### config.mk
export PLATFORM = sky130hd
export DESIGN_NAME = led_cube_frame_scan_core_flat
export DESIGN_NICKNAME = d
export VERILOG_FILES = /design/src/hw/rtl/lcfs_pkg.sv /design/src/hw/rtl/lcfs_channels.sv /design/src/hw/rtl/lcfs_frame_store.sv /design/src/hw/rtl/led_cube_frame_scan_core.sv /design/src/flat_wrapper.sv
export SDC_FILE = /design/constraint.sdc
export NUM_CORES = 1
export LEC_CHECK = 0
export BUFFER_PORTS_ARGS = -buffer_cell sky130_fd_sc_hd__buf_2
export CORE_MARGIN = 5
export CORE_UTILIZATION = 62
export CTS_CLUSTER_SIZE = 20
export DETAILED_ROUTE_END_ITERATION = 12
export PLACE_DENSITY = 0.84
export SLEW_MARGIN = 20
export SYNTH_ARGS = -nofsm -noshare
export SYNTH_HDL_FRONTEND = slang
export SYNTH_SLANG_ARGS = --single-unit
### constraint.sdc
create_clock -name i_clk -period 3.8 [get_ports i_clk]
set_clock_uncertainty 0.15 [all_clocks]
set_input_delay 0.76 -clock i_clk [delete_from_list [all_inputs] [get_ports i_clk]]
set_output_delay 0.76 -clock i_clk [all_outputs]
set_load 0.02 [all_outputs]
### src/hw/rtl/lcfs_pkg.sv
// Shared types, constants and the color bit placement table for the LED cube scan core.
// No dependencies; every other file in the block depends on this package.
package lcfs_pkg;

    // Cube and frame geometry.
    localparam int unsigned NUM_PLANES  = 8;
    localparam int unsigned PLANE_W     = 3;
    localparam int unsigned SECTOR_W    = 3;
    localparam int unsigned WORD_W      = 24;
    localparam int unsigned BITPOS_W    = 5;
    localparam int unsigned NUM_COLORS  = 3;
    localparam int unsigned DWELL_W     = 16;

    // Reset value of the dwell register, in ticks.
    localparam logic [DWELL_W-1:0] DWELL_RESET = 16'd1250;

    // Request function codes.
    localparam logic FUNC_PIXEL = 1'b0;
    localparam logic FUNC_TICK  = 1'b1;

    typedef logic [PLANE_W-1:0]  t_plane;
    typedef logic [SECTOR_W-1:0] t_sector;
    typedef logic [WORD_W-1:0]   t_word;
    typedef logic [BITPOS_W-1:0] t_bitpos;
    typedef logic [DWELL_W-1:0]  t_dwell;

    // Anode bit position of each color of a sector, ordered blue, green, red.
    localparam t_bitpos BIT_POS [NUM_PLANES][NUM_COLORS] = '{
        '{5'd7,  5'd6,  5'd5 },
        '{5'd3,  5'd2,  5'd1 },
        '{5'd4,  5'd15, 5'd14},
        '{5'd0,  5'd11, 5'd10},
        '{5'd13, 5'd12, 5'd23},
        '{5'd9,  5'd8,  5'd19},
        '{5'd22, 5'd21, 5'd20},
        '{5'd18, 5'd17, 5'd16}
    };

    // Pixel write request from the core to the frame store.
    typedef struct packed {
        logic       en;
        t_plane     plane;
        t_sector    sector;
        logic [2:0] rgb;
    } t_pix_wr;

endpackage

### src/hw/rtl/lcfs_channels.sv
// Valid/ready channel interfaces: pixel/tick requests, scan results and the config write.
// Depends on lcfs_pkg for the payload types.
interface lcfs_req_if;
    logic       valid;
    logic       ready;
    logic       func;
    logic [1:0] pos_x;
    logic [1:0] pos_y;
    logic [1:0] pos_z;
    logic [2:0] rgb;

    modport source (output valid, func, pos_x, pos_y, pos_z, rgb, input ready);
    modport sink   (input valid, func, pos_x, pos_y, pos_z, rgb, output ready);
endinterface

interface lcfs_scan_if;
    logic                 valid;
    logic                 ready;
    lcfs_pkg::t_plane     plane_index;
    lcfs_pkg::t_word      shift_word;

    modport source (output valid, plane_index, shift_word, input ready);
    modport sink   (input valid, plane_index, shift_word, output ready);
endinterface

interface lcfs_cfg_if;
    logic                 valid;
    logic                 ready;
    lcfs_pkg::t_dwell     data;

    modport source (output valid, data, input ready);
    modport sink   (input valid, data, output ready);
endinterface

### src/hw/rtl/lcfs_frame_store.sv
// Frame store: 8 planes of 24 anode bits, cleared at reset, with scattered pixel writes.
// Depends on lcfs_pkg for the bit placement table and the write request struct.
module lcfs_frame_store (
    input  logic              i_clk,
    input  logic              i_rst_n,
    input  lcfs_pkg::t_pix_wr i_wr,
    input  lcfs_pkg::t_plane  i_rd_plane,
    output lcfs_pkg::t_word   o_rd_word
);
    import lcfs_pkg::*;

    t_word r_plane_word [NUM_PLANES];
    t_word n_plane_word;

    // Merge the three color bits of the addressed sector into the plane word.
    always_comb begin
        n_plane_word = r_plane_word[i_wr.plane];
        for (int c = 0; c < NUM_COLORS; c++) begin
            n_plane_word[BIT_POS[i_wr.sector][c]] = i_wr.rgb[NUM_COLORS-1-c];
        end
    end

    // Plane registers; reset turns the cube dark.
    always_ff @(posedge i_clk) begin
        if (!i_rst_n) begin
            for (int p = 0; p < NUM_PLANES; p++) begin
                r_plane_word[p] <= '0;
            end
        end else if (i_wr.en) begin
            r_plane_word[i_wr.plane] <= n_plane_word;
        end
    end

    // Read port for the scan sequencer.
    assign o_rd_word = r_plane_word[i_rd_plane];

endmodule

### src/hw/rtl/led_cube_frame_scan_core.sv
// Top level of the LED cube frame scan core: request stage, scan sequencer, result register.
// Depends on lcfs_pkg, the channel interfaces and lcfs_frame_store.
//
// Usage:
//   i_req carries requests: func 0 writes the color rgb of pixel (pos_x, pos_y, pos_z)
//   into the frame store, func 1 is one scan tick (position and color are ignored).
//   o_scan carries one result at the first tick of each plane's dwell: the plane to
//   enable and its 24 anode bits, bits 23:16 shifted out first, MSB first.
//   i_cfg writes dwell_ticks, the ticks each plane stays lit (0 acts as 1). It is
//   always ready and is meant to be written while the core is idle.
// Pipeline and throughput:
//   A request is registered in the request register at acceptance and processed from
//   there; a tick's result passes the request register and then the result register,
//   where it can be taken. One request is taken every cycle while no result tick waits
//   on a stalled o_scan, set by the single request register feeding the state update.
// Reset:
//   Clears the frame store (cube dark), the scan plane and dwell count to zero, and
//   loads dwell_ticks with 1250.
// Stall:
//   While o_scan is held, ticks that need no result and pixel writes keep flowing;
//   a tick that produces a result waits in the request register, and i_req.ready
//   drops once that register cannot move on.
module led_cube_frame_scan_core (
    input  logic        i_clk,
    input  logic        i_rst_n,
    lcfs_req_if.sink    i_req,
    lcfs_cfg_if.sink    i_cfg,
    lcfs_scan_if.source o_scan
);
    import lcfs_pkg::*;

    // Request register.
    logic       r_s1_valid;
    logic       r_s1_func;
    logic [1:0] r_s1_x;
    logic [1:0] r_s1_y;
    logic [1:0] r_s1_z;
    logic [2:0] r_s1_rgb;

    // Scan state and configuration.
    t_plane r_scan_plane;
    t_dwell r_dwell_count;
    t_dwell r_dwell_ticks;
    t_plane n_scan_plane;
    t_dwell n_dwell_count;

    // Result register.
    logic   r_out_valid;
    t_plane r_out_plane;
    t_word  r_out_word;

    logic            s1_tick;
    logic            s1_needs_out;
    logic            out_free;
    logic            s1_adv;
    logic            req_accept;
    logic [DWELL_W:0] dwell_next;
    logic [DWELL_W:0] dwell_limit;
    t_pix_wr         pix_wr;
    t_word           rd_word;

    // Handshake and advance logic.
    assign s1_tick      = r_s1_valid && (r_s1_func == FUNC_TICK);
    assign s1_needs_out = s1_tick && (r_dwell_count == '0);
    assign out_free     = !r_out_valid || o_scan.ready;
    assign s1_adv       = r_s1_valid && (!s1_needs_out || out_free);
    assign i_req.ready  = !r_s1_valid || s1_adv;
    assign req_accept   = i_req.valid && i_req.ready;
    assign i_cfg.ready  = 1'b1;

    // Request register load.
    always_ff @(posedge i_clk) begin
        if (!i_rst_n) begin
            r_s1_valid <= 1'b0;
        end else if (i_req.ready) begin
            r_s1_valid <= i_req.valid;
        end
    end

    always_ff @(posedge i_clk) begin
        if (req_accept) begin
            r_s1_func <= i_req.func;
            r_s1_x    <= i_req.pos_x;
            r_s1_y    <= i_req.pos_y;
            r_s1_z    <= i_req.pos_z;
            r_s1_rgb  <= i_req.rgb;
        end
    end

    // Pixel write: plane from z and the low bit of y, sector from x and the high bit of y.
    always_comb begin
        pix_wr.en     = s1_adv && (r_s1_func == FUNC_PIXEL);
        pix_wr.plane  = {r_s1_z, r_s1_y[0]};
        pix_wr.sector = {r_s1_x, r_s1_y[1]};
        pix_wr.rgb    = r_s1_rgb;
    end

    lcfs_frame_store u_frame_store (
        .i_clk      (i_clk),
        .i_rst_n    (i_rst_n),
        .i_wr       (pix_wr),
        .i_rd_plane (r_scan_plane),
        .o_rd_word  (rd_word)
    );

    // Dwell counter: advance the plane once the incremented count reaches the limit.
    always_comb begin
        dwell_next  = {1'b0, r_dwell_count} + {{DWELL_W{1'b0}}, 1'b1};
        dwell_limit = (r_dwell_ticks == '0) ? {{DWELL_W{1'b0}}, 1'b1}
                                            : {1'b0, r_dwell_ticks};
        if (dwell_next >= dwell_limit) begin
            n_dwell_count = '0;
            n_scan_plane  = r_scan_plane + t_plane'(1);
        end else begin
            n_dwell_count = dwell_next[DWELL_W-1:0];
            n_scan_plane  = r_scan_plane;
        end
    end

    always_ff @(posedge i_clk) begin
        if (!i_rst_n) begin
            r_scan_plane  <= '0;
            r_dwell_count <= '0;
        end else if (s1_adv && s1_tick) begin
            r_scan_plane  <= n_scan_plane;
            r_dwell_count <= n_dwell_count;
        end
    end

    // Configuration register.
    always_ff @(posedge i_clk) begin
        if (!i_rst_n) begin
            r_dwell_ticks <= DWELL_RESET;
        end else if (i_cfg.valid && i_cfg.ready) begin
            r_dwell_ticks <= i_cfg.data;
        end
    end

    // Result register.
    always_ff @(posedge i_clk) begin
        if (!i_rst_n) begin
            r_out_valid <= 1'b0;
        end else if (out_free) begin
            r_out_valid <= s1_adv && s1_needs_out;
        end
    end

    always_ff @(posedge i_clk) begin
        if (s1_adv && s1_needs_out) begin
            r_out_plane <= r_scan_plane;
            r_out_word  <= rd_word;
        end
    end

    assign o_scan.valid       = r_out_valid;
    assign o_scan.plane_index = r_out_plane;
    assign o_scan.shift_word  = r_out_word;

    // A tick at the start of a dwell always leaves a result behind.
    a_tick_makes_result: assert property (@(posedge i_clk) disable iff (!i_rst_n)
        (s1_adv && s1_needs_out) |=> r_out_valid)
        else $error("dwell start tick did not produce a result");

    // The result carries the plane that was being scanned.
    a_result_plane: assert property (@(posedge i_clk) disable iff (!i_rst_n)
        (s1_adv && s1_needs_out) |=> (r_out_plane == $past(r_scan_plane)))
        else $error("result plane does not match scan plane");

    // The plane only moves when a dwell ends.
    a_plane_step: assert property (@(posedge i_clk) disable iff (!i_rst_n)
        (r_scan_plane != $past(r_scan_plane)) |-> (r_dwell_count == '0))
        else $error("scan plane moved in the middle of a dwell");

    // A result never gets overwritten while the receiver stalls.
    a_no_overwrite: assert property (@(posedge i_clk) disable iff (!i_rst_n)
        (s1_adv && s1_needs_out) |-> out_free)
        else $error("result register overwritten while stalled");

endmodule
### src/flat_wrapper.sv
// flat-port wrapper written by rule: the top's interface ports become plain ports
module led_cube_frame_scan_core_flat import lcfs_pkg::*;
  (i_clk, i_rst_n, i_req_valid, i_req_func, i_req_pos_x, i_req_pos_y, i_req_pos_z, i_req_rgb, i_req_ready, i_cfg_valid, i_cfg_data, i_cfg_ready, o_scan_valid, o_scan_plane_index, o_scan_shift_word, o_scan_ready);
  lcfs_req_if i_req_i ();
  lcfs_cfg_if i_cfg_i ();
  lcfs_scan_if o_scan_i ();
  input  logic i_clk;
  input  logic i_rst_n;
  input wire logic [$bits(i_req_i.valid)-1:0] i_req_valid;
  input wire logic [$bits(i_req_i.func)-1:0] i_req_func;
  input wire logic [$bits(i_req_i.pos_x)-1:0] i_req_pos_x;
  input wire logic [$bits(i_req_i.pos_y)-1:0] i_req_pos_y;
  input wire logic [$bits(i_req_i.pos_z)-1:0] i_req_pos_z;
  input wire logic [$bits(i_req_i.rgb)-1:0] i_req_rgb;
  output wire logic [$bits(i_req_i.ready)-1:0] i_req_ready;
  input wire logic [$bits(i_cfg_i.valid)-1:0] i_cfg_valid;
  input wire logic [$bits(i_cfg_i.data)-1:0] i_cfg_data;
  output wire logic [$bits(i_cfg_i.ready)-1:0] i_cfg_ready;
  output wire logic [$bits(o_scan_i.valid)-1:0] o_scan_valid;
  output wire logic [$bits(o_scan_i.plane_index)-1:0] o_scan_plane_index;
  output wire logic [$bits(o_scan_i.shift_word)-1:0] o_scan_shift_word;
  input wire logic [$bits(o_scan_i.ready)-1:0] o_scan_ready;
  assign i_req_i.valid = i_req_valid;
  assign i_req_i.func = i_req_func;
  assign i_req_i.pos_x = i_req_pos_x;
  assign i_req_i.pos_y = i_req_pos_y;
  assign i_req_i.pos_z = i_req_pos_z;
  assign i_req_i.rgb = i_req_rgb;
  assign i_req_ready = i_req_i.ready;
  assign i_cfg_i.valid = i_cfg_valid;
  assign i_cfg_i.data = i_cfg_data;
  assign i_cfg_ready = i_cfg_i.ready;
  assign o_scan_valid = o_scan_i.valid;
  assign o_scan_plane_index = o_scan_i.plane_index;
  assign o_scan_shift_word = o_scan_i.shift_word;
  assign o_scan_i.ready = o_scan_ready;
  led_cube_frame_scan_core u_core (.i_clk(i_clk), .i_rst_n(i_rst_n), .i_req(i_req_i), .i_cfg(i_cfg_i), .o_scan(o_scan_i));
endmodule
Word-level counts from Yosys, hierarchy flattened
Memories as Yosys holds them, arrays and structs flattened. A register that Yosys moved wholly into a read port is not among the register bits.
Index checks and enable logic that the tools add are counted.
Storage, ports and cells
  register bits after elaboration: 50
  bits in writable memories: 192
  memory bits (read-only): 120
  output and inout port bits: 30
  logic and storage cells: 66
  memories: 2
Memory list
  u_core.u_frame_store.r_plane_word: words 8, width 24, read ports 2, clocked after Yosys merged registers in 2, write ports 8, line lcfs_frame_store.sv:12  | t_word r_plane_word [NUM_PLANES];
  (no name shown): words 8, width 15, read ports 1, clocked after Yosys merged registers in 0, write ports 0, line lcfs_frame_store.sv:19  | n_plane_word[BIT_POS[i_wr.sector][c]] = i_wr.rgb[NUM_COLORS-1-c];
Operators by class
  add/subtract/negate cells: 2
  order comparisons: 8
  multiplexer cells: 21
  bitwise operators: 2
  reduce and logical (&&, ||, !) cells: 20
Operators by type and width (count)
  24-bit bitwise mux: 3
  16-bit zero test: 2
  16-bit two-way mux: 2
  15-bit two-way mux: 2
  24-bit two-way mux: 1
  24-bit OR reduction: 1
  5-bit by 6-bit less-than comparator with 1-bit output (second input constant): 3
  16-bit by 1-bit adder with 17-bit output (second input constant): 1
  17-bit greater-or-equal comparator: 1
  1-bit demux with 5-bit select: 3
  5-bit by 1-bit greater-or-equal comparator with 1-bit output (second input constant): 3
  1-bit logical AND: 10
  1-bit two-way mux: 8
  3-bit two-way mux: 2
  4-bit greater-or-equal comparator (second input constant): 1
  3-bit inverter with 4-bit output: 1
  3-bit by 1-bit adder with 3-bit output (second input constant): 1
  1-bit zero test: 3
  1-bit logical OR: 3
  2-bit AND reduction: 1
  1-bit inverter: 1

Depth between registers and ports, before layout
  word-level depth: 12
  mapped depth: 14

Modules after synthesis
Synthesis repeated with hierarchy kept, for this count alone.
Second synthesis, totals
  cells, all modules: 1253
  area total of the unflattened synthesis: 14884.3 um2
By module, submodules not included
  lcfs_frame_store: instances 1, cells each 932, area each 11507.3 um2
  led_cube_frame_scan_core: instances 1, cells each 321, area each 3377.0 um2

Worst setup path after synthesis
No wires, ideal clock.
  kind: reg-to-reg
  from: register u_core.r_dwell_count[4]
  to: register u_core.r_out_plane[0] (netlist: u_core.o_scan.plane_index[0]), enable pin
  library setup time: 445 ps
  arrival: 2842 ps
  data required time: 3205 ps
  setup slack: 363 ps
  cell stages (with the launch flop): 5
  buffers on the path: 1
  cell sequence: dfxtp_1 clkbuf_1 nor4_1 nand3_1 nor3_1
On the way
  cells in the longest elaborated chain, start to end: 6
Ends and longest elaborated chain
  start: declaration: line led_cube_frame_scan_core.sv:42  | t_dwell r_dwell_count;
  start signal: assignment: line led_cube_frame_scan_core.sv:126  | r_dwell_count <= n_dwell_count;
  16-bit zero test (*): line led_cube_frame_scan_core.sv:64  | assign s1_needs_out = s1_tick && (r_dwell_count == '0);
  1-bit logical AND (*): line led_cube_frame_scan_core.sv:64
  1-bit zero test: line led_cube_frame_scan_core.sv:66  | assign s1_adv = r_s1_valid && (!s1_needs_out || out_free);
  1-bit logical OR: line led_cube_frame_scan_core.sv:66
  1-bit logical AND: line led_cube_frame_scan_core.sv:66
  1-bit logical AND (*): line led_cube_frame_scan_core.sv:149  | if (s1_adv && s1_needs_out) begin
  end signal: assignment: line led_cube_frame_scan_core.sv:150  | r_out_plane <= r_scan_plane;
  end: declaration: line led_cube_frame_scan_core.sv:49  | t_plane r_out_plane;
Every way passes the cells marked *; elsewhere a longest branch is shown, timed or not.
A chain may end at the register's enable or synchronous reset.

Final worst setup path
  from: register u_core.r_dwell_count[0]
  to: register u_core.r_dwell_count[15]
On the way
  cells in the longest elaborated chain, start to end: 6
  elaborated cells between the ends (all ways): 9
  classes of those cells: add/sub: 1; order compare: 1; mux: 1; reduce/logical: 6
Ends and longest elaborated chain
  branches (longest 6 deep; another with 16-bit by 1-bit adder with 17-bit output)
Parallel ways; which one is timed is not known.

==> metrics.txt <==
Reg2Reg Launch Point u_core.r_dwell_count[0]; clk root buf clkbuf_16; total CTS buffers 28; final worst slack 0.255 ns; Num Clock Sinks 269; Vias/cell 6.75; Die Wd 162 um; core area 22700 um2; pre-CTS setup slack 0.295 ns; Final Max Tran Viols 0; All-Layer GR Usage 27.1%; post-synthesis average cell area 13.0 um2; Synthesized Nets 1156; DRT iter0 DRCs 1396; final hold viol count 0; Setup Crit Path Kind flip-flop to flip-flop; Area growth syn-to-layout 11.3%; status finished, final reports clean; post-CTS sizing 0; Yosys top cell by area edfxtp_1; die area 26200 um2; Synth Instances 1098; highest clock rate 282 MHz; DRT Pass-1 Iters 5; drt wl/cell 24.4 um; top cell type's share of synthesized area 48.1%; first-pass GRT wire length 55300 um; synth unique cells 68; Netlist Area Pre-Place 14300 um2; initial antenna violation count 0; pwr dens 437 nW/um2; # setup viols final 0; GPL Wtd Cong 0.946; HP Class input port to flip-flop; max_slew headroom 39.7%; Seq cells post-synth 269; Clock Path Buffers 3; I/O pins 61; insertion delay to the later sink of the worst-skew pair 0.55 ns; Post-synth ARST share 0%; Period Utilization, post-route 93.3%; IO buf count 59; Crit. Startpoint u_core.r_dwell_count[0]; layout cells sized above 1 28.6%; clock network fraction of total power 40.3%; CP endpoint kind flip-flop; synth warn 0; hold wc startpoint i_req_rgb[2]; Switch Pwr 1.66 mW; number of hold buffers added after CTS 0; Non-Filler Instances 1451; Worst setup SP type flip-flop; EDFF count, synth 229; clock slew at reported path FFs 0.06 ns; Tot Pwr 6.95 mW; Max FO, Critical Path 13; grt ovf 0; total of max-cap violations 0; post-CTS setup buffers 0; sequential share of power 48.7%; Arrival @ worst endpoint 3.85 ns; initial core utilization 63.0%; P_leak 5.63 nW; DRC Markers 0; Inst Count DP 1400; fin nets 1203; CTS tree done; largest net degree at the start of global routing 36; synth top area cells edfxtp_1, mux4_2, nor2_1; Slew @ Worst Pin 0.901 ns; H-tree depth 1; setup_tns 0 ns; Layout Utilization 70.1%; Vias 9797; Die H 162 um; Worst EP required 4.11 ns; minimum clock period 3.55 ns; diode count 0; number of global-route vias before repair 10000; final antenna-violating net count 0; RSZ-0062 raised after global routing false; final HPWL from detailed placement 21700 um; DRT Wirelength 35400 um; switch share 23.9%; peak supply drop 0.000349 V; FP Rows 55; fillers 1488; sequential share of the synthesized area 53.7%; ys flop type edfxtp_1; P_int 5.29 mW; combinational power share 11.0%
==> synthesized netlist by cell type, drive strengths merged (4+ instances only) <==
| library cell | instances |
|---|---|
| o21ai | 20 |
| mux2 | 40 |
| nand2 | 54 |
| clkbuf | 34 |
| inv | 27 |
| and2 | 5 |
| nor2b | 10 |
| nor2 | 239 |
| mux4 | 96 |
| xnor2 | 9 |
| dfxtp | 40 |
| a32oi | 13 |
| nand4 | 9 |
| ha | 27 |
| nor3 | 7 |
| o21bai | 6 |
| nor4 | 11 |
| xor2 | 5 |
| buf | 52 |
| a22oi | 6 |
| a221oi | 8 |
| a31oi | 9 |
| edfxtp | 229 |
| a2bb2oi | 4 |
| o211ai | 7 |
| mux2i | 24 |
| a21oi | 41 |
| nand3 | 32 |
==> cell families after synthesis <==
logic type	count (synthesis)	share of synthesized area, %
xor+xnor	14	0.857
buf+inv	114	3.57
other cells	1	0.0262
simple gates	383	12.0
fa+ha+maj	27	2.36
flops	269	53.7
compound gates	130	7.56
mux	160	19.9
==> final cells by class <==
class                           instances  area [um2]  area share [%]
Sequential cell                       269        7690            48.3
Multi-Input combinational cell        715        6120            38.4
Clock buffer                           33         751            4.72
Timing Repair Buffer                  103         701            4.40
Tap cell                              285         357            2.24
Clock inverter                         18         196            1.23
Inverter                               28         105           0.660
==> metrics by stage <==
step / instance area, um2 / hold WS [ns]
finish: 15900 / 0.240
global route: 15900 / 0.227
CTS: 15900 / 0.232
detailed placement: 15000 / 0.347
global placement: 15000 / 0.336
floorplan: 14300 / 0.256
==> worst paths after layout <==
path,to,cells after the start,slack (ns)
max,u_core.r_dwell_count[15],14,0.25
min,u_core.r_s1_rgb[2],1,0.24
max reg2reg,u_core.r_dwell_count[15],14,0.25
min reg2reg,u_core.r_dwell_count[11],2,0.36
==> flip-flops by register name (all words and copies together), names as in the netlist, 2 cells and up, named ones only <==
signal / cells
u_core.r_s1_x: 2
u_core.o_scan.shift_word: 24
u_core.r_s1_y: 2
u_core.r_dwell_count: 16
u_core.r_dwell_ticks: 16
u_core.u_frame_store.r_plane_word: 192
u_core.r_s1_rgb: 3
u_core.r_scan_plane: 3
u_core.o_scan.plane_index: 3
u_core.r_s1_z: 2
==> power groups by stage <==
stage / clock (mW) / sequential (mW) / combinational (mW)
2_1_floorplan: 0 / 3.42 / 0.549
3_3_place_gp: 0 / 3.43 / 0.735
3_5_place_dp: 0 / 3.44 / 0.750
4_1_cts: 2.82 / 3.38 / 0.760
5_1_grt: 2.97 / 3.39 / 0.817
6_report: 2.80 / 3.39 / 0.765
==> metal layers <==
metal  up-vias  GRT usage, %  share of wire [%]
met2       600          45.5                 50
met4         0          9.88                3.9
met5         -             0                  0
met1      4830          35.9                 36
met3       117          5.05                 10
li1       4250             -                  -
==> placed cells by master, fill, tap and decap left out, types with 29 or more instances in the layout <==
cell / instances
nand3_1: 29
buf_4: 38
clkbuf_16: 29
mux4_2: 96
dfxtp_1: 36
a21oi_1: 39
nand2_1: 53
mux2_2: 40
nor2_1: 231
edfxtp_1: 229
buf_2: 59
==> worst max-delay path, stage by stage (launching register included) <==
cell      delay (ns)
dfxtp_1         0.43
ha_1            0.29
and3_1          0.30
nand3_1         0.19
nor2_1          0.18
xor2_1          0.21
ha_1            0.28
nand4_1         0.15
nor4_1          0.08
a311o_1         0.33
a211oi_2        0.19
buf_4           0.21
buf_4           0.19
nand3_1         0.09
a21oi_1         0.19
(Power assumes the default switching activity.)
